==> src/rtl/hkrd_pkg.sv <==
// Shared types and constants for the key report decoder.
// Used by the controller, the datapath and the top level; no dependencies.
package hkrd_pkg;

  // Header bytes and their positions within a report.
  localparam logic [7:0] HdrByte0 = 8'h41;
  localparam logic [7:0] HdrByte1 = 8'h43;
  localparam logic [7:0] HdrByte2 = 8'h4b;
  localparam logic [7:0] HdrByte5 = 8'h4f;
  localparam logic [7:0] HdrByte6 = 8'h4b;

  localparam logic [3:0] PosKeyId    = 4'd9;
  localparam logic [3:0] PosPress    = 4'd10;
  localparam logic [3:0] PosComplete = 4'd11;

  // The press flag counts only when it equals this value.
  localparam logic [7:0] PressValue = 8'h01;

  // Knob and extra-button id tables.
  localparam int unsigned KnobTableSize = 3;
  localparam int unsigned DefaultKnobCount = 3;
  localparam logic [7:0] KnobClickId [KnobTableSize] = '{8'h33, 8'h35, 8'h34};
  localparam logic [7:0] KnobCcwId   [KnobTableSize] = '{8'h90, 8'h50, 8'h60};
  localparam logic [7:0] KnobCwId    [KnobTableSize] = '{8'h91, 8'h51, 8'h61};
  localparam logic [7:0] ExtraId     [KnobTableSize] = '{8'h25, 8'h30, 8'h31};

  // Event kinds.
  localparam logic [2:0] EvGridKey   = 3'd0;
  localparam logic [2:0] EvKnobClick = 3'd1;
  localparam logic [2:0] EvKnobTurn  = 3'd2;
  localparam logic [2:0] EvExtraBtn  = 3'd3;
  localparam logic [2:0] EvSideKey   = 3'd4;

  // Turn directions.
  localparam logic signed [1:0] TurnNone = 2'sd0;
  localparam logic signed [1:0] TurnCw   = 2'sd1;
  localparam logic signed [1:0] TurnCcw  = -2'sd1;

  // Configuration register indexes (byte address divided by four).
  localparam logic [2:0] RegMode     = 3'd0;
  localparam logic [2:0] RegRows     = 3'd1;
  localparam logic [2:0] RegColumns  = 3'd2;
  localparam logic [2:0] RegSideKeys = 3'd3;
  localparam logic [2:0] RegExtraBtn = 3'd4;

  // Reset values of the configuration registers.
  localparam logic [3:0] RowsReset     = 4'd3;
  localparam logic [3:0] ColumnsReset  = 4'd5;
  localparam logic [3:0] SideKeysReset = 4'd3;

  // Bits of the key id, which is also the length of the division.
  localparam int unsigned IdWidth = 8;

  // Commands from the controller to the datapath.
  typedef struct packed {
    logic take_byte;  // a byte transfer completes this cycle
    logic div_step;   // run one step of the divider
    logic load_out;   // decode and load the output register
  } hkrd_cmd_t;

  // Status from the datapath to the controller.
  typedef struct packed {
    logic report_done;  // the byte taken now ends a valid report
    logic div_last;     // the divider runs its final step
    logic out_free;     // the output register can take a new result
  } hkrd_sts_t;

  // Configuration as seen by the datapath.
  typedef struct packed {
    logic       knob_mode;
    logic [3:0] rows;
    logic [3:0] columns;
    logic [3:0] side_keys;
    logic [1:0] extra_buttons;
  } hkrd_cfg_t;

endpackage

==> src/rtl/hkrd_ctrl.sv <==
// Controller state machine of the key report decoder.
// Depends on hkrd_pkg for the command and status structs.
module hkrd_ctrl
  import hkrd_pkg::*;
(
  input  logic      clk_i,
  input  logic      rst_ni,
  input  logic      in_valid_i,
  output logic      in_stall_o,
  input  hkrd_sts_t sts_i,
  output hkrd_cmd_t cmd_o
);

  typedef enum logic [1:0] {
    StIdle,
    StDivide,
    StEmit
  } state_e;

  state_e state_q, state_d;
  logic   in_stall_q, in_stall_d;

  // Next state: divide after a complete report, then hand the result over.
  always_comb begin
    state_d = state_q;
    case (state_q)
      StIdle: begin
        if (in_valid_i && sts_i.report_done) begin
          state_d = StDivide;
        end
      end
      StDivide: begin
        if (sts_i.div_last) begin
          state_d = StEmit;
        end
      end
      StEmit: begin
        if (sts_i.out_free) begin
          state_d = StIdle;
        end
      end
      default: state_d = StIdle;
    endcase
    in_stall_d = (state_d != StIdle);
  end

  // State and the registered stall.
  always_ff @(posedge clk_i or negedge rst_ni) begin
    if (!rst_ni) begin
      state_q    <= StIdle;
      in_stall_q <= 1'b0;
    end else begin
      state_q    <= state_d;
      in_stall_q <= in_stall_d;
    end
  end

  // Commands follow from the state.
  always_comb begin
    cmd_o.take_byte = (state_q == StIdle) && in_valid_i;
    cmd_o.div_step  = (state_q == StDivide);
    cmd_o.load_out  = (state_q == StEmit) && sts_i.out_free;
  end

  assign in_stall_o = in_stall_q;

endmodule

==> src/rtl/hkrd_datapath.sv <==
// Datapath of the key report decoder: header check, id capture, a bit-serial
// divider and the id decode into the output register. Depends on hkrd_pkg.
module hkrd_datapath
  import hkrd_pkg::*;
#(
  parameter int unsigned KnobCount = DefaultKnobCount
) (
  input  logic                    clk_i,
  input  logic                    rst_ni,
  input  hkrd_cmd_t               cmd_i,
  output hkrd_sts_t               sts_o,
  input  hkrd_cfg_t               cfg_i,
  input  logic [7:0]              report_byte_i,
  input  logic                    last_byte_i,
  input  logic                    out_stall_i,
  output logic                    out_valid_o,
  output logic [2:0]              event_kind_o,
  output logic [2:0]              key_row_o,
  output logic [2:0]              key_column_o,
  output logic [2:0]              control_index_o,
  output logic                    is_pressed_o,
  output logic signed [1:0]       turn_direction_o
);

  localparam int unsigned CntWidth = $clog2(IdWidth);

  // Report tracking state.
  logic [3:0]         pos_q, pos_d;
  logic               hdr_ok_q, hdr_ok_d;
  logic [IdWidth-1:0] held_id_q;
  logic               held_press_q, held_press_d;
  logic               byte_match;
  logic [3:0]         pos_inc;

  // Operands captured for decode, and the divider.
  logic [IdWidth-1:0]  dec_id_q;
  logic                dec_press_q;
  logic [3:0]          dvs_q;
  logic [3:0]          rem_q;
  logic [IdWidth-1:0]  quot_q;
  logic [CntWidth-1:0] cnt_q;
  logic [4:0]          rem_sh;
  logic                rem_ge;

  // Output register.
  logic              out_valid_q, out_valid_d;
  logic [2:0]        kind_q, row_q, col_q, idx_q;
  logic              press_q;
  logic signed [1:0] dir_q;

  // Header compare for the byte at the current position.
  always_comb begin
    byte_match = 1'b1;
    case (pos_q)
      4'd0:    byte_match = (report_byte_i == HdrByte0);
      4'd1:    byte_match = (report_byte_i == HdrByte1);
      4'd2:    byte_match = (report_byte_i == HdrByte2);
      4'd5:    byte_match = (report_byte_i == HdrByte5);
      4'd6:    byte_match = (report_byte_i == HdrByte6);
      default: byte_match = 1'b1;
    endcase
    pos_inc      = (pos_q < PosComplete) ? pos_q + 4'd1 : pos_q;
    held_press_d = (pos_q == PosPress) ? (report_byte_i == PressValue) : held_press_q;
    hdr_ok_d     = hdr_ok_q & byte_match;
    pos_d        = pos_inc;
  end

  // The byte offered now would end a complete report with a good header.
  assign sts_o.report_done = last_byte_i && (pos_inc == PosComplete) && hdr_ok_d;

  // Report tracking; a last byte returns the tracking to its reset state.
  always_ff @(posedge clk_i or negedge rst_ni) begin
    if (!rst_ni) begin
      pos_q        <= 4'd0;
      hdr_ok_q     <= 1'b1;
      held_press_q <= 1'b0;
    end else if (cmd_i.take_byte) begin
      if (last_byte_i) begin
        pos_q        <= 4'd0;
        hdr_ok_q     <= 1'b1;
        held_press_q <= 1'b0;
      end else begin
        pos_q        <= pos_d;
        hdr_ok_q     <= hdr_ok_d;
        held_press_q <= held_press_d;
      end
    end
  end

  // Key id capture.
  always_ff @(posedge clk_i) begin
    if (cmd_i.take_byte && (pos_q == PosKeyId)) begin
      held_id_q <= report_byte_i;
    end
  end

  // One restoring division step per cycle.
  assign rem_sh = {rem_q, quot_q[IdWidth-1]};
  assign rem_ge = (rem_sh >= {1'b0, dvs_q});

  always_ff @(posedge clk_i or negedge rst_ni) begin
    if (!rst_ni) begin
      cnt_q <= '0;
    end else if (cmd_i.take_byte) begin
      cnt_q <= '0;
    end else if (cmd_i.div_step) begin
      cnt_q <= cnt_q + CntWidth'(1);
    end
  end

  always_ff @(posedge clk_i) begin
    if (cmd_i.take_byte && sts_o.report_done) begin
      dec_id_q    <= held_id_q;
      dec_press_q <= held_press_d;
      dvs_q       <= cfg_i.knob_mode ? cfg_i.columns : cfg_i.rows;
      rem_q       <= 4'd0;
      quot_q      <= held_id_q - IdWidth'(1);
    end else if (cmd_i.div_step) begin
      rem_q  <= rem_ge ? 4'(rem_sh - {1'b0, dvs_q}) : rem_sh[3:0];
      quot_q <= {quot_q[IdWidth-2:0], rem_ge};
    end
  end

  assign sts_o.div_last = cmd_i.div_step && (cnt_q == CntWidth'(IdWidth - 1));

  // Id decode: grid first, then knob and extra-button tables or side keys.
  logic [7:0]        keys;
  logic [8:0]        side_end;
  logic              grid_hit, hit;
  logic [2:0]        kind_n, row_n, col_n, idx_n;
  logic              press_n;
  logic signed [1:0] dir_n;
  logic [7:0]        col_full, side_idx;

  always_comb begin
    keys     = {4'd0, cfg_i.rows} * {4'd0, cfg_i.columns};
    side_end = {1'b0, keys} + {5'd0, cfg_i.side_keys};
    grid_hit = (dec_id_q != '0) && (dec_id_q <= keys);
    col_full = {4'd0, cfg_i.columns} - 8'd1 - quot_q;
    side_idx = dec_id_q - keys - 8'd1;
    hit      = 1'b0;
    kind_n   = EvGridKey;
    row_n    = 3'd0;
    col_n    = 3'd0;
    idx_n    = 3'd0;
    press_n  = dec_press_q;
    dir_n    = TurnNone;
    if (grid_hit) begin
      hit = 1'b1;
      if (cfg_i.knob_mode) begin
        row_n = quot_q[2:0];
        col_n = rem_q[2:0];
      end else begin
        row_n = rem_q[2:0];
        col_n = col_full[2:0];
      end
    end else if (cfg_i.knob_mode) begin
      for (int i = 0; i < KnobTableSize; i++) begin
        if (!hit && (i < KnobCount)) begin
          if (dec_id_q == KnobClickId[i]) begin
            hit    = 1'b1;
            kind_n = EvKnobClick;
            idx_n  = 3'(i);
          end else if (dec_id_q == KnobCwId[i]) begin
            hit     = 1'b1;
            kind_n  = EvKnobTurn;
            idx_n   = 3'(i);
            press_n = 1'b0;
            dir_n   = TurnCw;
          end else if (dec_id_q == KnobCcwId[i]) begin
            hit     = 1'b1;
            kind_n  = EvKnobTurn;
            idx_n   = 3'(i);
            press_n = 1'b0;
            dir_n   = TurnCcw;
          end
        end
      end
      for (int j = 0; j < KnobTableSize; j++) begin
        if (!hit && (j < int'(cfg_i.extra_buttons)) && (dec_id_q == ExtraId[j])) begin
          hit    = 1'b1;
          kind_n = EvExtraBtn;
          idx_n  = 3'(j);
        end
      end
    end else if ({1'b0, dec_id_q} > {1'b0, keys} && {1'b0, dec_id_q} <= side_end) begin
      hit    = 1'b1;
      kind_n = EvSideKey;
      idx_n  = side_idx[2:0];
    end
  end

  // Output register; a result waits here until its transfer.
  assign sts_o.out_free = !out_valid_q || !out_stall_i;
  assign out_valid_d    = (cmd_i.load_out && hit) || (out_valid_q && out_stall_i);

  always_ff @(posedge clk_i or negedge rst_ni) begin
    if (!rst_ni) begin
      out_valid_q <= 1'b0;
    end else begin
      out_valid_q <= out_valid_d;
    end
  end

  always_ff @(posedge clk_i) begin
    if (cmd_i.load_out && hit) begin
      kind_q  <= kind_n;
      row_q   <= row_n;
      col_q   <= col_n;
      idx_q   <= idx_n;
      press_q <= press_n;
      dir_q   <= dir_n;
    end
  end

  assign out_valid_o      = out_valid_q;
  assign event_kind_o     = kind_q;
  assign key_row_o        = row_q;
  assign key_column_o     = col_q;
  assign control_index_o  = idx_q;
  assign is_pressed_o     = press_q;
  assign turn_direction_o = dir_q;

endmodule

==> src/rtl/hid_key_report_decoder.sv <==
// Channel   Direction  Handshake             Payload
// input     in         in_valid_i/in_stall_o report_byte_i, last_byte_i
// result    out        out_valid_o/out_stall_i event_kind_o .. turn_direction_o
// config    in         APB psel/penable      paddr, pwdata, prdata
//
// The last byte of a valid report starts a bit-serial divider (one quotient
// bit per cycle) and then the id decode, which loads the output register once
// that is free; the input stalls from the last byte until that load.
// Reset is asynchronous and active low; it needs no clearing pass.
// The output register holds one result; while it is stalled the input stalls
// only once a further report completes.
// Top level of the key report decoder: configuration registers, controller
// and datapath. Depends on hkrd_pkg, hkrd_ctrl and hkrd_datapath.
module hid_key_report_decoder
  import hkrd_pkg::*;
#(
  parameter int unsigned KnobCount = DefaultKnobCount
) (
  input  logic              clk_i,
  input  logic              rst_ni,
  input  logic              psel,
  input  logic              penable,
  input  logic              pwrite,
  input  logic [4:0]        paddr,
  input  logic [31:0]       pwdata,
  output logic [31:0]       prdata,
  output logic              pready,
  input  logic              in_valid_i,
  output logic              in_stall_o,
  input  logic [7:0]        report_byte_i,
  input  logic              last_byte_i,
  output logic              out_valid_o,
  input  logic              out_stall_i,
  output logic [2:0]        event_kind_o,
  output logic [2:0]        key_row_o,
  output logic [2:0]        key_column_o,
  output logic [2:0]        control_index_o,
  output logic              is_pressed_o,
  output logic signed [1:0] turn_direction_o
);

  hkrd_cfg_t cfg_q;
  hkrd_cmd_t cmd;
  hkrd_sts_t sts;
  logic      wr_en;
  logic [2:0] reg_idx;

  assign pready  = 1'b1;
  assign reg_idx = paddr[4:2];
  assign wr_en   = psel && penable && pwrite && pready;

  // Configuration register writes.
  always_ff @(posedge clk_i or negedge rst_ni) begin
    if (!rst_ni) begin
      cfg_q.knob_mode     <= 1'b0;
      cfg_q.rows          <= RowsReset;
      cfg_q.columns       <= ColumnsReset;
      cfg_q.side_keys     <= SideKeysReset;
      cfg_q.extra_buttons <= 2'd0;
    end else if (wr_en) begin
      case (reg_idx)
        RegMode:     cfg_q.knob_mode     <= pwdata[0];
        RegRows:     cfg_q.rows          <= pwdata[3:0];
        RegColumns:  cfg_q.columns       <= pwdata[3:0];
        RegSideKeys: cfg_q.side_keys     <= pwdata[3:0];
        RegExtraBtn: cfg_q.extra_buttons <= pwdata[1:0];
        default: ;
      endcase
    end
  end

  // Configuration register reads.
  always_comb begin
    case (reg_idx)
      RegMode:     prdata = {31'd0, cfg_q.knob_mode};
      RegRows:     prdata = {28'd0, cfg_q.rows};
      RegColumns:  prdata = {28'd0, cfg_q.columns};
      RegSideKeys: prdata = {28'd0, cfg_q.side_keys};
      RegExtraBtn: prdata = {30'd0, cfg_q.extra_buttons};
      default:     prdata = 32'd0;
    endcase
  end

  hkrd_ctrl u_ctrl (
    .clk_i      (clk_i),
    .rst_ni     (rst_ni),
    .in_valid_i (in_valid_i),
    .in_stall_o (in_stall_o),
    .sts_i      (sts),
    .cmd_o      (cmd)
  );

  hkrd_datapath #(
    .KnobCount (KnobCount)
  ) u_datapath (
    .clk_i            (clk_i),
    .rst_ni           (rst_ni),
    .cmd_i            (cmd),
    .sts_o            (sts),
    .cfg_i            (cfg_q),
    .report_byte_i    (report_byte_i),
    .last_byte_i      (last_byte_i),
    .out_stall_i      (out_stall_i),
    .out_valid_o      (out_valid_o),
    .event_kind_o     (event_kind_o),
    .key_row_o        (key_row_o),
    .key_column_o     (key_column_o),
    .control_index_o  (control_index_o),
    .is_pressed_o     (is_pressed_o),
    .turn_direction_o (turn_direction_o)
  );

endmodule

==> config.mk <==
export PLATFORM = sky130hd
export DESIGN_NAME = hid_key_report_decoder
export DESIGN_NICKNAME = d
export VERILOG_FILES = /design/src/rtl/hkrd_pkg.sv /design/src/rtl/hkrd_ctrl.sv /design/src/rtl/hkrd_datapath.sv /design/src/rtl/hid_key_report_decoder.sv
export SDC_FILE = /design/constraint.sdc
export NUM_CORES = 1
export LEC_CHECK = 0
export ABC_AREA = 1
export BUFFER_PORTS_ARGS = -buffer_cell sky130_fd_sc_hd__buf_2
export CAP_MARGIN = 20
export CORE_UTILIZATION = 45
export CTS_BUF_LIST = sky130_fd_sc_hd__clkbuf_4
export CTS_CLUSTER_DIAMETER = 80
export DETAILED_ROUTE_END_ITERATION = 10
export HOLD_SLACK_MARGIN = 0.12
export PLACE_DENSITY = 0.68
export REMOVE_ABC_BUFFERS = 1
export SLEW_MARGIN = 20
export SYNTH_ARGS = -nofsm -noshare
export SYNTH_HDL_FRONTEND = slang
export SYNTH_SLANG_ARGS = --single-unit
==> constraint.sdc <==
create_clock -name clk_i -period 5.5 [get_ports clk_i]
set_input_delay 0.825 -clock clk_i [delete_from_list [all_inputs] [get_ports clk_i]]
set_output_delay 0.825 -clock clk_i [all_outputs]
set_load 0.005 [all_outputs]
=== Yosys cells after proc, flatten, opt, wreduce, memory -nomap -nowiden ===
Cells that the tools add are included.

* Multipliers: 1
* Bitwise gates (word level): 2
* Muxes and demuxes: 99
* Equal/unequal tests: 31
* Add/subtract/negate cells: 9
* Reductions and logical operators: 41
* $lt $le $gt $ge: 8

{| class="wikitable"
|+ Operator list
! operator !! number
|-
| two-way mux 3 bit || 31
|-
| equality test 8 x 7 -> 1 bit, second input constant || 8
|-
| equality test 8 x 6 -> 1 bit, second input constant || 6
|-
| two-way mux 1 bit || 44
|-
| two-way mux 2 bit || 15
|-
| logical AND 1 bit || 20
|-
| one-hot mux 4 bit (5 select lines) || 1
|-
| equality test 8 bit, second input constant || 2
|-
| two-way mux 4 bit || 4
|-
| two-way mux 8 bit || 2
|-
| equality test 4 bit, second input constant || 3
|-
| AND reduction 2 bit || 5
|-
| adder 8 x 4 -> 9 bit || 1
|-
| <= comparator 8 x 9 -> 1 bit || 1
|-
| equality test 4 x 3 -> 1 bit, second input constant || 2
|-
| equality test 8 x 1 -> 1 bit, second input constant || 1
|-
| > comparator 8 bit || 1
|-
| <= comparator 8 bit || 1
|-
| multiplier 4 x 4 -> 8 bit || 1
|-
| nonzero test 8 bit || 1
|-
| subtractor 8 x 1 -> 8 bit, second input constant || 1
|-
| equality test 3 x 2 -> 1 bit, second input constant || 2
|-
| equality test 3 bit, second input constant || 2
|-
| one-hot mux 2 bit (3 select lines) || 1
|-
| other kinds (24) || 35
|}

* Logic and storage cells: 215
* Bits in registers: 76
* Input port bits: 53

=== Logic depth before layout (Yosys ltp) ===
Gate-level depths: netlist of the first run.

* Word-level depth: 32
* Gate-level depth with buffers: 27

=== By module ===
Synthesis of the first run repeated with hierarchy kept, for this count alone.

* Cell total of the unflattened synthesis: 657
* Area, all modules: 5312.6 µm²

{| class="wikitable"
|+ By module, submodules not included
! module !! cells each !! instances !! area an instance (µm²)
|-
| hkrd_datapath || 513 || 1 || 4174.0
|-
| hid_key_report_decoder || 125 || 1 || 992.2
|-
| hkrd_ctrl || 19 || 1 || 146.4
|}

=== Worst setup path after synthesis of the first run ===
No wires, ideal clock.

* Path type: register to register
* Start point: reg cfg_q[8] in the netlist's numbering
* End point: reg u_datapath.idx_q[0], in the netlist u_datapath.control_index_o[0] (enable)
* Slack: 0.330 ns
* Setup time: 0.392 ns
* Data required time: 5.108 ns
* Stages on the path, launching flop included: 24
* Period minus slack after synthesis: 5.170 ns
* Arrival: 4.778 ns
* Path through: dfstp_2 -> clkbuf_1 -> nand2_1 -> fa_1 -> fa_1 -> inv_1 -> fa_1 -> ha_1 -> nand2_1 -> nand2_1 -> nor2_1 -> nor2_1 -> nand3_1 -> xnor2_1 -> ha_1 -> nand2_1 -> inv_1 -> nand2_1 -> nand2_1 -> nand2_1 -> nand2_1 -> nand3_1 -> nand2_1 -> a21oi_1

* Cells in the longest elaborated chain, start to end: 8

{| class="wikitable"
|+ Ends and longest elaborated chain
! element !! RTL line !! text
|-
| from (decl) || hid_key_report_decoder.sv:42 || <nowiki>hkrd_cfg_t cfg_q;</nowiki>
|-
| multiplier 4 x 4 -> 8 bit (*) || hkrd_datapath.sv:136 || <nowiki>keys = {4'd0, cfg_i.rows} * {4'd0, cfg_i.columns};</nowiki>
|-
| adder 8 x 4 -> 9 bit || hkrd_datapath.sv:137 || <nowiki>side_end = {1'b0, keys} + {5'd0, cfg_i.side_keys};</nowiki>
|-
| <= comparator 8 x 9 -> 1 bit || hkrd_datapath.sv:186 || <nowiki>end else if ({1'b0, dec_id_q} > {1'b0, keys} && {1'b0, dec_id_q} <= side_end) begin</nowiki>
|-
| logical AND 1 bit || hkrd_datapath.sv:186 ||
|-
| two-way mux 1 bit || hkrd_datapath.sv:186 ||
|-
| two-way mux 1 bit || hkrd_datapath.sv:157 || <nowiki>end else if (cfg_i.knob_mode) begin</nowiki>
|-
| two-way mux 1 bit (*) || hkrd_datapath.sv:148 || <nowiki>if (grid_hit) begin</nowiki>
|-
| logical AND 1 bit (*) || hkrd_datapath.sv:206 || <nowiki>if (cmd_i.load_out && hit) begin</nowiki>
|-
| to (signal assigned) || hkrd_datapath.sv:210 || <nowiki>idx_q <= idx_n;</nowiki>
|-
| to (decl) || hkrd_datapath.sv:47 || <nowiki>logic [2:0] kind_q, row_q, col_q, idx_q;</nowiki>
|}

Every way passes the cells marked *; elsewhere a longest branch is shown, timed or not.
A chain may end at the register's enable or synchronous reset.

=== Worst setup path in the final report of the first run ===
* Start point: reg cfg_q[8] in the netlist's numbering
* End point: reg u_datapath.col_q[0], in the netlist u_datapath.key_column_o[0] (enable)

* Cells in the longest elaborated chain, start to end: 8

{| class="wikitable"
|+ Ends and longest elaborated chain
! element !! RTL line !! text
|-
| multiplier 4 x 4 -> 8 bit (*) || hkrd_datapath.sv:136 ||
|-
| adder 8 x 4 -> 9 bit || hkrd_datapath.sv:137 ||
|-
| <= comparator 8 x 9 -> 1 bit || hkrd_datapath.sv:186 ||
|-
| logical AND 1 bit || hkrd_datapath.sv:186 ||
|-
| two-way mux 1 bit || hkrd_datapath.sv:186 ||
|-
| two-way mux 1 bit || hkrd_datapath.sv:157 ||
|-
| two-way mux 1 bit (*) || hkrd_datapath.sv:148 ||
|-
| logical AND 1 bit (*) || hkrd_datapath.sv:206 ||
|-
| to (signal assigned) || hkrd_datapath.sv:209 || <nowiki>col_q <= col_n;</nowiki>
|-
| to (decl) || hkrd_datapath.sv:47 ||
|}

Marked as above.

==> Implementation_results.wiki, run 1 <==
{| class="wikitable"
! Metric !! Value
|-
| Ratio of routed vias to standard cells || around 5
|-
| Flip-flop and latch count after synthesis || 76
|-
| Vertical die dimension || 111 µm
|-
| Clock network latency to the later pin of the worst-skew pair || 0.42 ns
|-
| Status || complete, no violations
|-
| FF-to-FF setup slack || approximately 0.66 ns
|-
| Drt first pass iters || 4
|-
| RSZ-0062 raised after global routing || no
|-
| Tightest Pin Transition || 0.670 ns
|-
| Overall overflow remaining after global route || 0
|-
| Time the worst path needs with I/O delays and setup || just under 5 ns
|-
| Max frequency || between 200 and 250 MHz
|-
| Final GP Congestion || 0.844
|-
| DRC errors left || 0
|-
| Global-route wire length before repair || 18200 µm
|-
| Max-slew headroom at the worst pin || between 50 and 60%
|-
| WP data required || around 5.6 ns
|-
| Violation count after the first detailed-routing iteration || 226
|-
| Cell area power density || around 250 nW/µm²
|-
| Setup Viol. Count Final || 0
|-
| Combined area of all synthesized cells || 5320 µm²
|-
| Number of global-route vias before repair || between 4k and 5k
|-
| Total of hold buffers inserted after clock tree synthesis || 0
|-
| CORE AREA || 11500 µm²
|-
| Post-cts repair resize count || 0
|-
| Sort of element at the end of the critical path || flop
|-
| Share of synthesized flip-flops with an asynchronous set or reset || 36.8%
|-
| Clock root buffer || sky130_fd_sc_hd__clkbuf_4
|-
| Clk_skew || 0.0141 ns
|-
| Clock slew at the register clock pins of the worst setup and hold paths || between 0.1 and 0.15 ns
|-
| Number of rows created at floorplan || 39
|-
| Post-synthesis sequential area ratio || roughly two fifths
|-
| Final antenna-violating net count || 0
|-
| Worst Hold Class || in -> async
|-
| Fin Setup TNS || 0 ns
|-
| Boundary Pins || around 100
|-
| Clock net sink count || 76
|-
| Peak supply drop || 0.000104 V
|-
| Net count of the finished layout || between 700 and 800
|-
| Maximum fanout along the worst path || 15
|-
| Crit path arrival time || 4.97 ns
|-
| Number of hold-slack violations in the final timing report || 0
|-
| Final critical-path share of the clock period || 88.0%
|-
| Fraction of layout instances using a drive strength above 1 || between 10% and 20%
|-
| Number of buffer cells added on primary ports || between 40 and 50
|-
| Layout overhead on the synthesized area || 8.24%
|-
| Largest net degree at the start of global routing || 29
|-
| Die X-Extent || 111 µm
|-
| Initial antenna violation count || 0
|-
| Diode count || 0
|-
| Average instance area after synthesis || 8.22 µm²
|-
| Detail Placement HPWL || roughly 8500 µm
|-
| Yosys warnings || 0
|-
| Number of different library cells in the post-synthesis netlist || 46
|-
| Number of violations of the max-capacitance limit || 0
|-
| Total global routing track utilization || 18.3%
|-
| Kind of critical path || reg -> reg
|-
| Via count || between 4k and 5k
|-
| CTS tree || done
|-
| Final WL || 10800 µm
|-
| Number of buffers inserted during clock tree synthesis || 9
|-
| Starting utilization of the core area || between 40% and 50%
|-
| Final routed wire length divided by cell count || 12.8 µm
|-
| Buffer count from post-CTS setup fixing || 0
|-
| Static leakage || roughly 0.0029 µW
|-
| Die area || ~12000 µm²
|-
| Max-slew violations || 0
|-
| Synth Instances || between 600 and 700
|-
| H-tree lvl count || 3
|-
| Filler instances || ~1.1k
|-
| Flip-flop cell with the highest count after synthesis || sky130_fd_sc_hd__edfxtp_1
|-
| Highest-count cells in the layout ignoring fill and taps || 165 x sky130_fd_sc_hd__nand2_1, 97 x sky130_fd_sc_hd__inv_1, 47 x sky130_fd_sc_hd__nor2_1
|-
| Element type at the critical path start || flop
|-
| Count of flip-flops with a built-in enable after synthesis || 44
|-
| PnR Total Power || 1450 µW
|-
| Clock Tree Buf Depth || 2
|-
| Most common cell after layout, fill and taps aside || sky130_fd_sc_hd__nand2_1
|}
[cell families after synthesis]
| kind of cell | count (synthesis) | synth area share (%) |
|---|---|---|
| adders and majority gates | 53 | 13.6 |
| buffers and inverters | 137 | 11.9 |
| other | 2 | 0.141 |
| xor gates and xnor gates | 19 | 3.27 |
| DFF | 76 | 39.7 |
| AOI/OAI and AO/OA | 78 | 8.28 |
| and+or+nand+nor | 282 | 23.1 |
[Yosys cell counts (2+ instances only)]
| cell | count | area (µm²) |
|---|---|---|
| sky130_fd_sc_hd__nand2_1 | 165 | 619 |
| sky130_fd_sc_hd__inv_1 | 97 | 364 |
| sky130_fd_sc_hd__nor2_1 | 47 | 176 |
| sky130_fd_sc_hd__ha_1 | 45 | 563 |
| sky130_fd_sc_hd__edfxtp_1 | 44 | 1320 |
| sky130_fd_sc_hd__o21ai_0 | 34 | 170 |
| sky130_fd_sc_hd__buf_4 | 29 | 218 |
| sky130_fd_sc_hd__a21oi_1 | 27 | 135 |
| sky130_fd_sc_hd__nand3_1 | 27 | 135 |
| sky130_fd_sc_hd__dfrtp_1 | 21 | 526 |
| sky130_fd_sc_hd__nand4_1 | 16 | 100 |
| sky130_fd_sc_hd__xnor2_1 | 11 | 96.3 |
| sky130_fd_sc_hd__fa_1 | 8 | 160 |
| sky130_fd_sc_hd__nor3_1 | 8 | 40.0 |
| sky130_fd_sc_hd__dfstp_2 | 7 | 184 |
| sky130_fd_sc_hd__xor2_1 | 7 | 61.3 |
| sky130_fd_sc_hd__clkbuf_1 | 5 | 18.8 |
| sky130_fd_sc_hd__dfxtp_1 | 4 | 80.1 |
| sky130_fd_sc_hd__o21ai_2 | 4 | 35.0 |
| sky130_fd_sc_hd__a31oi_1 | 3 | 18.8 |
| sky130_fd_sc_hd__inv_2 | 3 | 11.3 |
| sky130_fd_sc_hd__nand2_2 | 3 | 18.8 |
| sky130_fd_sc_hd__nand3b_1 | 3 | 22.5 |
| sky130_fd_sc_hd__nor3b_1 | 3 | 22.5 |
| sky130_fd_sc_hd__a22o_1 | 2 | 17.5 |
| sky130_fd_sc_hd__conb_1 | 2 | 7.51 |
| sky130_fd_sc_hd__nor4_1 | 2 | 12.5 |
| sky130_fd_sc_hd__o22ai_1 | 2 | 12.5 |
[per-stage QoR]
step           instances  hold WS (ns)  cell area, µm²  util [%]  setup slack [ns]
2_1_floorplan        638         0.447            5170         -             0.513
3_3_place_gp         825         0.474            5570      48.6             0.722
3_5_place_dp         825         0.480            5570      48.6             0.664
4_1_cts              841         0.411            5760      50.2             0.610
5_1_grt              841         0.442            5760      50.2             0.240
6_report             841         0.417            5760      50.2             0.661
[state kept, by name, indices dropped and copies added, names as in the netlist]
register                     count
cfg_q                           15
u_datapath.dec_id_q              8
u_datapath.held_id_q             8
u_datapath.quot_q                8
u_datapath.dvs_q                 4
u_datapath.pos_q                 4
u_datapath.rem_q                 4
u_datapath.cnt_q                 3
u_datapath.control_index_o       3
u_datapath.event_kind_o          3
u_datapath.key_column_o          3
u_datapath.key_row_o             3
u_ctrl.state_q                   2
u_datapath.turn_direction_o      2
u_ctrl.in_stall_o                1
u_datapath.dec_press_q           1
u_datapath.hdr_ok_q              1
u_datapath.held_press_q          1
u_datapath.is_pressed_o          1
u_datapath.out_valid_o           1
[routing by layer]
metal | track usage, % | wire length (µm) | vias to the layer above
li1 | - | - | 2144
met1 | 23.7 | 4990 | 1931
met2 | 30.3 | 5110 | 120
met3 | 4.54 | 546 | 16
met4 | 5.42 | 112 | 0
met5 | 0 | 0 | -
[where the power goes]
| group | switching [µW] | leakage [µW] | total [µW] | internal, µW |
|---|---|---|---|---|
| logic | 192 | 0.00201 | 320 | 128 |
| clock network | 201 | 0.000102 | 435 | 234 |
| registers | 59.5 | 0.000798 | 698 | 639 |
| total | 452 | 0.00291 | 1450 | 1000 |
[critical path, stage by stage (launching register included)]
cell	delay, ns
sky130_fd_sc_hd__dfstp_2	0.68
sky130_fd_sc_hd__nand2_1	0.10
sky130_fd_sc_hd__fa_1	0.49
sky130_fd_sc_hd__fa_1	0.54
sky130_fd_sc_hd__inv_1	0.06
sky130_fd_sc_hd__fa_1	0.50
sky130_fd_sc_hd__ha_1	0.36
sky130_fd_sc_hd__nand2_1	0.06
sky130_fd_sc_hd__nor2_1	0.09
sky130_fd_sc_hd__nor2_1	0.07
sky130_fd_sc_hd__nor2_1	0.10
sky130_fd_sc_hd__nand3_1	0.11
sky130_fd_sc_hd__xnor2_1	0.14
sky130_fd_sc_hd__ha_1	0.29
sky130_fd_sc_hd__a21oi_1	0.15
sky130_fd_sc_hd__nand2_1	0.07
sky130_fd_sc_hd__nand2_1	0.05
sky130_fd_sc_hd__nand2_1	0.04
sky130_fd_sc_hd__nand3_1	0.10
sky130_fd_sc_hd__nand2_1	0.13
sky130_fd_sc_hd__a21oi_1	0.17
sky130_fd_sc_hd__buf_4	0.23
[cell type report]
type / count / area, µm² / area share, %
multi-input combinational: 461 / 2680 / 46.5
sequential: 76 / 2110 / 36.7
inverter: 101 / 379 / 6.59
timing repair buffer: 44 / 223 / 3.87
tap: 143 / 179 / 3.11
clock inverter: 7 / 120 / 2.09
clock buffer: 9 / 67.6 / 1.17
[final timing paths]
check / endpoint / from / cells past startpoint
max in group asynchronous: cfg_q[14]$_DFFE_PN0P_ / rst_ni / 1
hold reg to reg: u_datapath.dec_id_q[7]$_DFFE_PP_ / u_datapath.held_id_q[7]$_DFFE_PP_ / 0
setup / recovery: u_datapath.key_column_o[0]$_SDFFCE_PN0P_ / cfg_q[8]$_DFFE_PN1P_ / 21
setup reg to reg: u_datapath.key_column_o[0]$_SDFFCE_PN0P_ / cfg_q[8]$_DFFE_PN1P_ / 21
hold / removal: u_ctrl.in_stall_o$_DFF_PN0_ / rst_ni / 1
min in group clk_i: u_datapath.dec_id_q[7]$_DFFE_PP_ / u_datapath.held_id_q[7]$_DFFE_PP_ / 0
Power figures use the tool's default switching activity.
==> run 2, diff against run 1 <==
--- a/config.mk
+++ b/config.mk
@@ -14,7 +14,6 @@
 export DETAILED_ROUTE_END_ITERATION = 10
 export HOLD_SLACK_MARGIN = 0.12
 export PLACE_DENSITY = 0.68
-export REMOVE_ABC_BUFFERS = 1
 export SLEW_MARGIN = 20
 export SYNTH_ARGS = -nofsm -noshare
 export SYNTH_HDL_FRONTEND = slang
==> run 2 against run 1 <==
  * Global-route usage grew 0.47 points
  * Largest cell class unchanged
  * First-iteration DRC count is 13% lower
  * Final cell count is the same
  * Critical endpoint is now u_datapath.key_row_o[2]$_SDFFCE_PN0P_
  * Die area unchanged
  * Clock power down 9.2%
  * Sequential cell count stayed put
  * Highest routed layer unchanged
  * Wire length increased by 0.38%
  * Combinational power barely moved
  * Utilization shrank 0.20 points
  * Total power shrank 2.6%
  * Critical path depth rose by 2
  * Sequential share of layout area increased by 0.14 points
==> Implementation_results.wiki, run 2 (synthesized netlist as in run 1, its figures left out) <==
{| class="wikitable"
! Metric !! Value
|-
| H-tree lvl count || 3 (unchanged)
|-
| Time the worst path needs with I/O delays and setup || 4.87 ns (was 4.84 ns)
|-
| Worst Hold Class || in -> async (unchanged)
|-
| Final antenna-violating net count || 0 (unchanged)
|-
| Setup Viol. Count Final || 0 (unchanged)
|-
| RSZ-0062 raised after global routing || no (unchanged)
|-
| Most common cell after layout, fill and taps aside || sky130_fd_sc_hd__nand2_1 (unchanged)
|-
| Total of hold buffers inserted after clock tree synthesis || 0 (unchanged)
|-
| Final GP Congestion || 0.880 (was 0.844)
|-
| DRC errors left || 0 (unchanged)
|-
| Number of buffers inserted during clock tree synthesis || 9 (unchanged)
|-
| Max reg flops || 15 (unchanged)
|-
| Starting utilization of the core area || 46.4% (unchanged)
|-
| Post-cts repair resize count || 0 (unchanged)
|-
| Clock root buffer || sky130_fd_sc_hd__clkbuf_4 (unchanged)
|-
| Die area || 12300 µm² (unchanged)
|-
| Gr busiest metal || met2 (unchanged)
|-
| Initial antenna violation count || 0 (unchanged)
|-
| Number of buffer cells added on primary ports || 43 (unchanged)
|-
| Met3 Use GR || 4.16% (was 4.54%)
|-
| Clock slew at the register clock pins of the worst setup and hold paths || 0.13 ns (about the same)
|-
| Total global routing track utilization || 18.8% (was 18.3%)
|-
| Fin Setup TNS || 0 ns (unchanged)
|-
| CORE AREA || 11500 µm² (unchanged)
|-
| Static leakage || 0.00290 µW (was 0.00291 µW)
|-
| Vertical die dimension || 111 µm (unchanged)
|-
| Global-route met2 utilization || 30.9% (was 30.3%)
|-
| Layout overhead on the synthesized area || 7.81% (was 8.24%)
|-
| Max frequency || 206 MHz (was 207 MHz)
|-
| Clock net sink count || 76 (unchanged)
|-
| CTS tree || done (unchanged)
|-
| Diode count || 0 (unchanged)
|-
| Element type at the critical path start || flop (unchanged)
|-
| Register area || 2110 µm² (unchanged)
|-
| Clock Tree Buf Depth || 2 (unchanged)
|-
| Net count of the finished layout || 799 (unchanged)
|-
| Number of violations of the max-capacitance limit || 0 (unchanged)
|-
| WP data required || 5.63 ns (about the same)
|-
| Highest-count cells in the layout ignoring fill and taps || 165 x sky130_fd_sc_hd__nand2_1, 97 x sky130_fd_sc_hd__inv_1, 47 x sky130_fd_sc_hd__nor2_1 (unchanged)
|-
| Maximum fanout along the worst path || 15 (unchanged)
|-
| Drt first pass iters || 5 (was 4)
|-
| Final critical-path share of the clock period || 88.5% (was 88.0%)
|-
| Crit path arrival time || 5.00 ns (was 4.97 ns)
|-
| Boundary Pins || 103 (unchanged)
|-
| Max-slew violations || 0 (unchanged)
|-
| Clk_skew || 0.0119 ns (was 0.0141 ns)
|-
| Via count || 4258 (was 4211)
|-
| Fraction of layout instances using a drive strength above 1 || 12.2% (unchanged)
|-
| Sort of element at the end of the critical path || flop (unchanged)
|-
| Kind of critical path || reg -> reg (unchanged)
|-
| Peak supply drop || 0.000163 V (was 0.000104 V)
|-
| Largest net degree at the start of global routing || 29 (unchanged)
|-
| Ratio of routed vias to standard cells || 5.06 (was 5.01)
|-
| Multi-input gate area || 2680 µm² (unchanged)
|-
| Final WL || 10800 µm (about the same)
|-
| Largest reg by FF count || cfg_q (unchanged)
|-
| Met1 track utilization from global routing || 24.6% (was 23.7%)
|-
| Max-slew headroom at the worst pin || 55.9% (was 55.1%)
|-
| Final routed wire length divided by cell count || 12.8 µm (about the same)
|-
| Status || complete, no violations (unchanged)
|-
| Overall overflow remaining after global route || 0 (unchanged)
|-
| Setup WS pre-CTS || 0.634 ns (was 0.664 ns)
|-
| Number of hold-slack violations in the final timing report || 0 (unchanged)
|-
| Final worst slack || 0.634 ns (was 0.661 ns)
|-
| Clock network latency to the later pin of the worst-skew pair || 0.43 ns (was 0.42 ns)
|-
| Violation count after the first detailed-routing iteration || 197 (was 226)
|-
| Cell area power density || 247 nW/µm² (was 252 nW/µm²)
|-
| Tightest Pin Transition || 0.662 ns (was 0.670 ns)
|-
| Number of rows created at floorplan || 39 (unchanged)
|-
| Die X-Extent || 111 µm (unchanged)
|-
| Number of global-route vias before repair || 4040 (was 4037)
|-
| Buffer count from post-CTS setup fixing || 0 (unchanged)
|-
| Global-route wire length before repair || 18500 µm (was 18200 µm)
|-
| Detail Placement HPWL || 8470 µm (was 8460 µm)
|-
| Filler instances || 1120 (was 1119)
|}
==> run 2: cell types whose count changed in the layout (fill, tap and decap cells not counted), sizes merged <==
cell	delta
bufinv	-1
inv	-1
clkinv	+2
==> run 2: through the flow <==
| step | power (µW) | hold slack (ns) | utilization [%] | cells | instance area (µm²) |
|---|---|---|---|---|---|
| floorplan | 952 | 0.447 | - | 674 | 5420 |
| global placement | 1020 | 0.473 | 48.6 | 825 | 5570 |
| detailed placement | 1030 | 0.480 | 48.6 | 825 | 5570 |
| CTS | 1420 | 0.415 | 50.0 | 841 | 5730 |
| global route | 1510 | 0.444 | 50.0 | 841 | 5730 |
| finish | 1420 | 0.409 | 50.0 | 841 | 5730 |
==> run 2: final timing paths <==
path                                                 start                                    end  slack [ns]  cells past startpoint
min                                                 rst_ni        u_datapath.cnt_q[2]$_DFFE_PN0P_        0.41                      1
max reg2reg                           cfg_q[8]$_DFFE_PN1P_  u_datapath.key_row_o[2]$_SDFFCE_PN0P_        0.63                     23
min reg2reg                u_datapath.cnt_q[1]$_DFFE_PN0P_        u_datapath.cnt_q[1]$_DFFE_PN0P_        0.52                      1
min in group clk_i         u_datapath.cnt_q[1]$_DFFE_PN0P_        u_datapath.cnt_q[1]$_DFFE_PN0P_        0.52                      1
max                                   cfg_q[8]$_DFFE_PN1P_  u_datapath.key_row_o[2]$_SDFFCE_PN0P_        0.63                     23
max in group asynchronous                           rst_ni                  cfg_q[14]$_DFFE_PN0P_        4.65                      1
==> run 2: layer usage <==
layer | wire [µm] | share of wire (%)
met4 | 183 | 1.7
met5 | 0 | 0
met3 | 550 | 5.1
met2 | 4870 | 45
met1 | 5190 | 48
==> run 2: critical path, cell delays in order (launching register included) <==
cell and delay (ns):
sky130_fd_sc_hd__dfstp_2 0.68, sky130_fd_sc_hd__nand2_1 0.11, sky130_fd_sc_hd__fa_1 0.49, sky130_fd_sc_hd__fa_1 0.54, sky130_fd_sc_hd__inv_1 0.07, sky130_fd_sc_hd__fa_1 0.50, sky130_fd_sc_hd__ha_1 0.34, sky130_fd_sc_hd__nand2_1 0.08
sky130_fd_sc_hd__nand2_1 0.05, sky130_fd_sc_hd__nor2_1 0.17, sky130_fd_sc_hd__nor2_1 0.07, sky130_fd_sc_hd__nand3_1 0.11, sky130_fd_sc_hd__xnor2_1 0.13, sky130_fd_sc_hd__ha_1 0.26, sky130_fd_sc_hd__nand2_1 0.07, sky130_fd_sc_hd__inv_1 0.05
sky130_fd_sc_hd__nand2_1 0.06, sky130_fd_sc_hd__nand2_1 0.05, sky130_fd_sc_hd__nand2_1 0.05, sky130_fd_sc_hd__nand2_1 0.04, sky130_fd_sc_hd__nand3_1 0.10, sky130_fd_sc_hd__nand2_1 0.13, sky130_fd_sc_hd__a21oi_1 0.17, sky130_fd_sc_hd__buf_4 0.24
==> run 2: cell type report <==
| class | count | area share (%) |
|---|---|---|
| Clock buffer | 9 | 1.18 |
| Clock inverter | 7 | 1.70 |
| Inverter | 101 | 6.61 |
| Multi-Input combinational cell | 461 | 46.7 |
| Sequential cell | 76 | 36.8 |
| Tap cell | 143 | 3.12 |
| Timing Repair Buffer | 44 | 3.88 |
==> run 2: where the power goes <==
group / switching (µW) / internal [µW]
Combinational: 193 / 128
Sequential: 60.3 / 639
Clock: 207 / 188
Total: 461 / 955
==> run 3, diff against run 2 <==
--- a/config.mk
+++ b/config.mk
@@ -7,13 +7,13 @@
 export LEC_CHECK = 0
 export ABC_AREA = 1
 export BUFFER_PORTS_ARGS = -buffer_cell sky130_fd_sc_hd__buf_2
-export CAP_MARGIN = 20
+export CAP_MARGIN = 10
 export CORE_UTILIZATION = 45
 export CTS_BUF_LIST = sky130_fd_sc_hd__clkbuf_4
 export CTS_CLUSTER_DIAMETER = 80
 export DETAILED_ROUTE_END_ITERATION = 10
 export HOLD_SLACK_MARGIN = 0.12
-export PLACE_DENSITY = 0.68
+export PLACE_DENSITY = 0.77
 export SLEW_MARGIN = 20
 export SYNTH_ARGS = -nofsm -noshare
 export SYNTH_HDL_FRONTEND = slang
==> run 3 against run 2 <==
  * First-iteration DRC count increased by 41%
  * Register-to-register slack barely moved
  * Clock skew down 0.0032 ns
  * Sequential cell count is the same
  * Non-clock buffer count is the same
  * Critical path depth decreased by 2
  * Worst setup slack gained 0.0085 ns
  * Cell area grew 0.85%
  * Maximum frequency rose by 0.17%
  * Sequential share of layout area shrank 0.31 points
  * Critical path type unchanged
  * Largest power group unchanged
==> Implementation_results.wiki, run 3 (synthesized netlist as in run 1, its figures left out) <==
{| class="wikitable"
! Metric !! Value
|-
| Net count of the finished layout || 799 (unchanged)
|-
| Element type at the critical path start || flop (unchanged)
|-
| Die X-Extent || 111 µm (unchanged)
|-
| RSZ-0062 raised after global routing || no (unchanged)
|-
| WP data required || 5.64 ns (was 5.63 ns)
|-
| Die area || 12300 µm² (unchanged)
|-
| Static leakage || 0.00292 µW (was 0.00290 µW)
|-
| Number of hold-slack violations in the final timing report || 0 (unchanged)
|-
| Overall overflow remaining after global route || 0 (unchanged)
|-
| Post-cts repair resize count || 0 (unchanged)
|-
| Final WL || 10600 µm (was 10800 µm)
|-
| Largest net degree at the start of global routing || 29 (unchanged)
|-
| Drt first pass iters || 5 (unchanged)
|-
| Worst flop-to-flop path endpoint || u_datapath.key_column_o[2]$_SDFFCE_PN0P_ (was u_datapath.key_row_o[2]$_SDFFCE_PN0P_)
|-
| Ratio of routed vias to standard cells || 5.03 (was 5.06)
|-
| Clock Tree Buf Depth || 2 (unchanged)
|-
| Max-slew headroom at the worst pin || 56.9% (was 55.9%)
|-
| Final antenna-violating net count || 0 (unchanged)
|-
| Fraction of layout instances using a drive strength above 1 || 12.2% (unchanged)
|-
| CTS tree || done (unchanged)
|-
| Diode count || 0 (unchanged)
|-
| Fin Setup TNS || 0 ns (unchanged)
|-
| Crit path launch || cfg_q[8]$_DFFE_PN1P_ (unchanged)
|-
| Global-route wire length before repair || 18200 µm (was 18500 µm)
|-
| Register area || 2110 µm² (unchanged)
|-
| Final GP Congestion || 0.844 (was 0.880)
|-
| Most common cell after layout, fill and taps aside || sky130_fd_sc_hd__nand2_1 (unchanged)
|-
| Vertical die dimension || 111 µm (unchanged)
|-
| Multi-input gate area || 2680 µm² (unchanged)
|-
| Sort of element at the end of the critical path || flop (unchanged)
|-
| Largest reg by FF count || cfg_q (unchanged)
|-
| Via count || 4229 (was 4258)
|-
| Starting utilization of the core area || 46.4% (unchanged)
|-
| Number of global-route vias before repair || 3902 (was 4040)
|-
| Kind of critical path || reg -> reg (unchanged)
|-
| Max reg flops || 15 (unchanged)
|-
| Violation count after the first detailed-routing iteration || 278 (was 197)
|-
| Number of rows created at floorplan || 39 (unchanged)
|-
| Total global routing track utilization || 18.2% (was 18.8%)
|-
| Final routed wire length divided by cell count || 12.6 µm (was 12.8 µm)
|-
| Clock net sink count || 76 (unchanged)
|-
| Buffer count from post-CTS setup fixing || 0 (unchanged)
|-
| Time the worst path needs with I/O delays and setup || 4.86 ns (was 4.87 ns)
|-
| Worst Hold Class || in -> async (unchanged)
|-
| H-tree lvl count || 3 (unchanged)
|-
| Max frequency || 206 MHz (about the same)
|-
| Worst Hold Margin || 0.395 ns (was 0.409 ns)
|-
| CP endpoint || u_datapath.key_column_o[2]$_SDFFCE_PN0P_ (was u_datapath.key_row_o[2]$_SDFFCE_PN0P_)
|-
| Layout overhead on the synthesized area || 8.73% (was 7.81%)
|-
| Cell area power density || 261 nW/µm² (was 247 nW/µm²)
|-
| Final critical-path share of the clock period || 88.3% (was 88.5%)
|-
| Number of buffer cells added on primary ports || 43 (unchanged)
|-
| Status || complete, no violations (unchanged)
|-
| Clock root buffer || sky130_fd_sc_hd__clkbuf_4 (unchanged)
|-
| FF-to-FF setup slack || 0.64 ns (was 0.63 ns)
|-
| Highest-count cells in the layout ignoring fill and taps || 165 x sky130_fd_sc_hd__nand2_1, 97 x sky130_fd_sc_hd__inv_1, 47 x sky130_fd_sc_hd__nor2_1 (unchanged)
|-
| Clk_skew || 0.00864 ns (was 0.0119 ns)
|-
| Tightest Pin Transition || 0.647 ns (was 0.662 ns)
|-
| Peak supply drop || 0.000164 V (was 0.000163 V)
|-
| Clock network latency to the later pin of the worst-skew pair || 0.43 ns (about the same)
|-
| Max-slew violations || 0 (unchanged)
|-
| Crit path arrival time || 4.99 ns (was 5.00 ns)
|-
| Depth of the worst register-to-register path || 21 (was 23)
|-
| Number of violations of the max-capacitance limit || 0 (unchanged)
|-
| DRC errors left || 0 (unchanged)
|-
| Clock slew at the register clock pins of the worst setup and hold paths || 0.13 ns (about the same)
|-
| Filler instances || 1053 (was 1120)
|-
| CORE AREA || 11500 µm² (unchanged)
|-
| Boundary Pins || 103 (unchanged)
|-
| Initial antenna violation count || 0 (unchanged)
|-
| Detail Placement HPWL || 8300 µm (was 8470 µm)
|-
| Maximum fanout along the worst path || 15 (unchanged)
|-
| Total of hold buffers inserted after clock tree synthesis || 0 (unchanged)
|-
| Worst reg2reg path startpoint || cfg_q[8]$_DFFE_PN1P_ (unchanged)
|-
| Number of buffers inserted during clock tree synthesis || 9 (unchanged)
|-
| Setup Viol. Count Final || 0 (unchanged)
|}
## run 3: how the worst min path moves through the flow
stage | endpoint | cells past startpoint | slack [ns] | startpoint
5_1_grt | u_ctrl.state_q[0]$_DFF_PN0_ | 1 | 0.43 | rst_ni
6_report | u_datapath.cnt_q[2]$_DFFE_PN0P_ | 1 | 0.40 | rst_ni
4_1_cts | u_datapath.cnt_q[2]$_DFFE_PN0P_ | 1 | 0.41 | rst_ni
3_3_place_gp | u_datapath.dec_id_q[7]$_DFFE_PP_ | 0 | 0.47 | u_datapath.held_id_q[7]$_DFFE_PP_
2_1_floorplan | u_datapath.held_press_q$_DFFE_PN0P_ | 2 | 0.45 | u_datapath.held_press_q$_DFFE_PN0P_
3_5_place_dp | u_datapath.dec_id_q[7]$_DFFE_PP_ | 0 | 0.47 | u_datapath.held_id_q[7]$_DFFE_PP_
## run 3: metal layers
metal | up-vias | wire, µm | GRT usage [%]
met5 | - | 0 | 0
met4 | 0 | 149 | 5.42
met3 | 16 | 611 | 3.28
met2 | 163 | 4880 | 29.2
met1 | 1913 | 4990 | 25.2
li1 | 2137 | - | -
## run 3: cell type report
type                    count  area share (%)
clock inverters             7            2.53
repair buffers             44            3.85
well taps                 143            3.09
flip-flops and latches     76            36.5
inverters                 101            6.56
multi-input cells         461            46.3
clock buffers               9            1.17
## run 3: critical path: stages, from the launching register on
cell and delay [ns]:
sky130_fd_sc_hd__dfstp_2 0.68, sky130_fd_sc_hd__nand2_1 0.11, sky130_fd_sc_hd__fa_1 0.49, sky130_fd_sc_hd__fa_1 0.54, sky130_fd_sc_hd__inv_1 0.07, sky130_fd_sc_hd__fa_1 0.51, sky130_fd_sc_hd__ha_1 0.35, sky130_fd_sc_hd__nand2_1 0.09
sky130_fd_sc_hd__nand2_1 0.05, sky130_fd_sc_hd__nor2_1 0.18, sky130_fd_sc_hd__nor2_1 0.06, sky130_fd_sc_hd__nand3_1 0.12, sky130_fd_sc_hd__xnor2_1 0.13, sky130_fd_sc_hd__ha_1 0.26, sky130_fd_sc_hd__a21oi_1 0.15, sky130_fd_sc_hd__nand2_1 0.06
sky130_fd_sc_hd__nand2_1 0.05, sky130_fd_sc_hd__nand2_1 0.04, sky130_fd_sc_hd__nand3_1 0.08, sky130_fd_sc_hd__nand2_1 0.13, sky130_fd_sc_hd__a21oi_1 0.17, sky130_fd_sc_hd__buf_4 0.23
## run 3: stage by stage
step	instance area (µm²)	util (%)	power (µW)	cells	setup slack (ns)
detailed placement	5570	48.6	1030	825	0.640
global placement	5570	48.6	1020	825	0.725
global route	5780	50.4	1600	841	0.225
CTS	5780	50.4	1520	841	0.613
floorplan	5420	-	952	674	0.330
finish	5780	50.4	1510	841	0.643
## run 3: report_power, final
group          total [µW]  internal, µW  switching (µW)
clock                 488           280             208
combinational         325           128             196
sequential            697           639            58.2
total                1510          1050             463
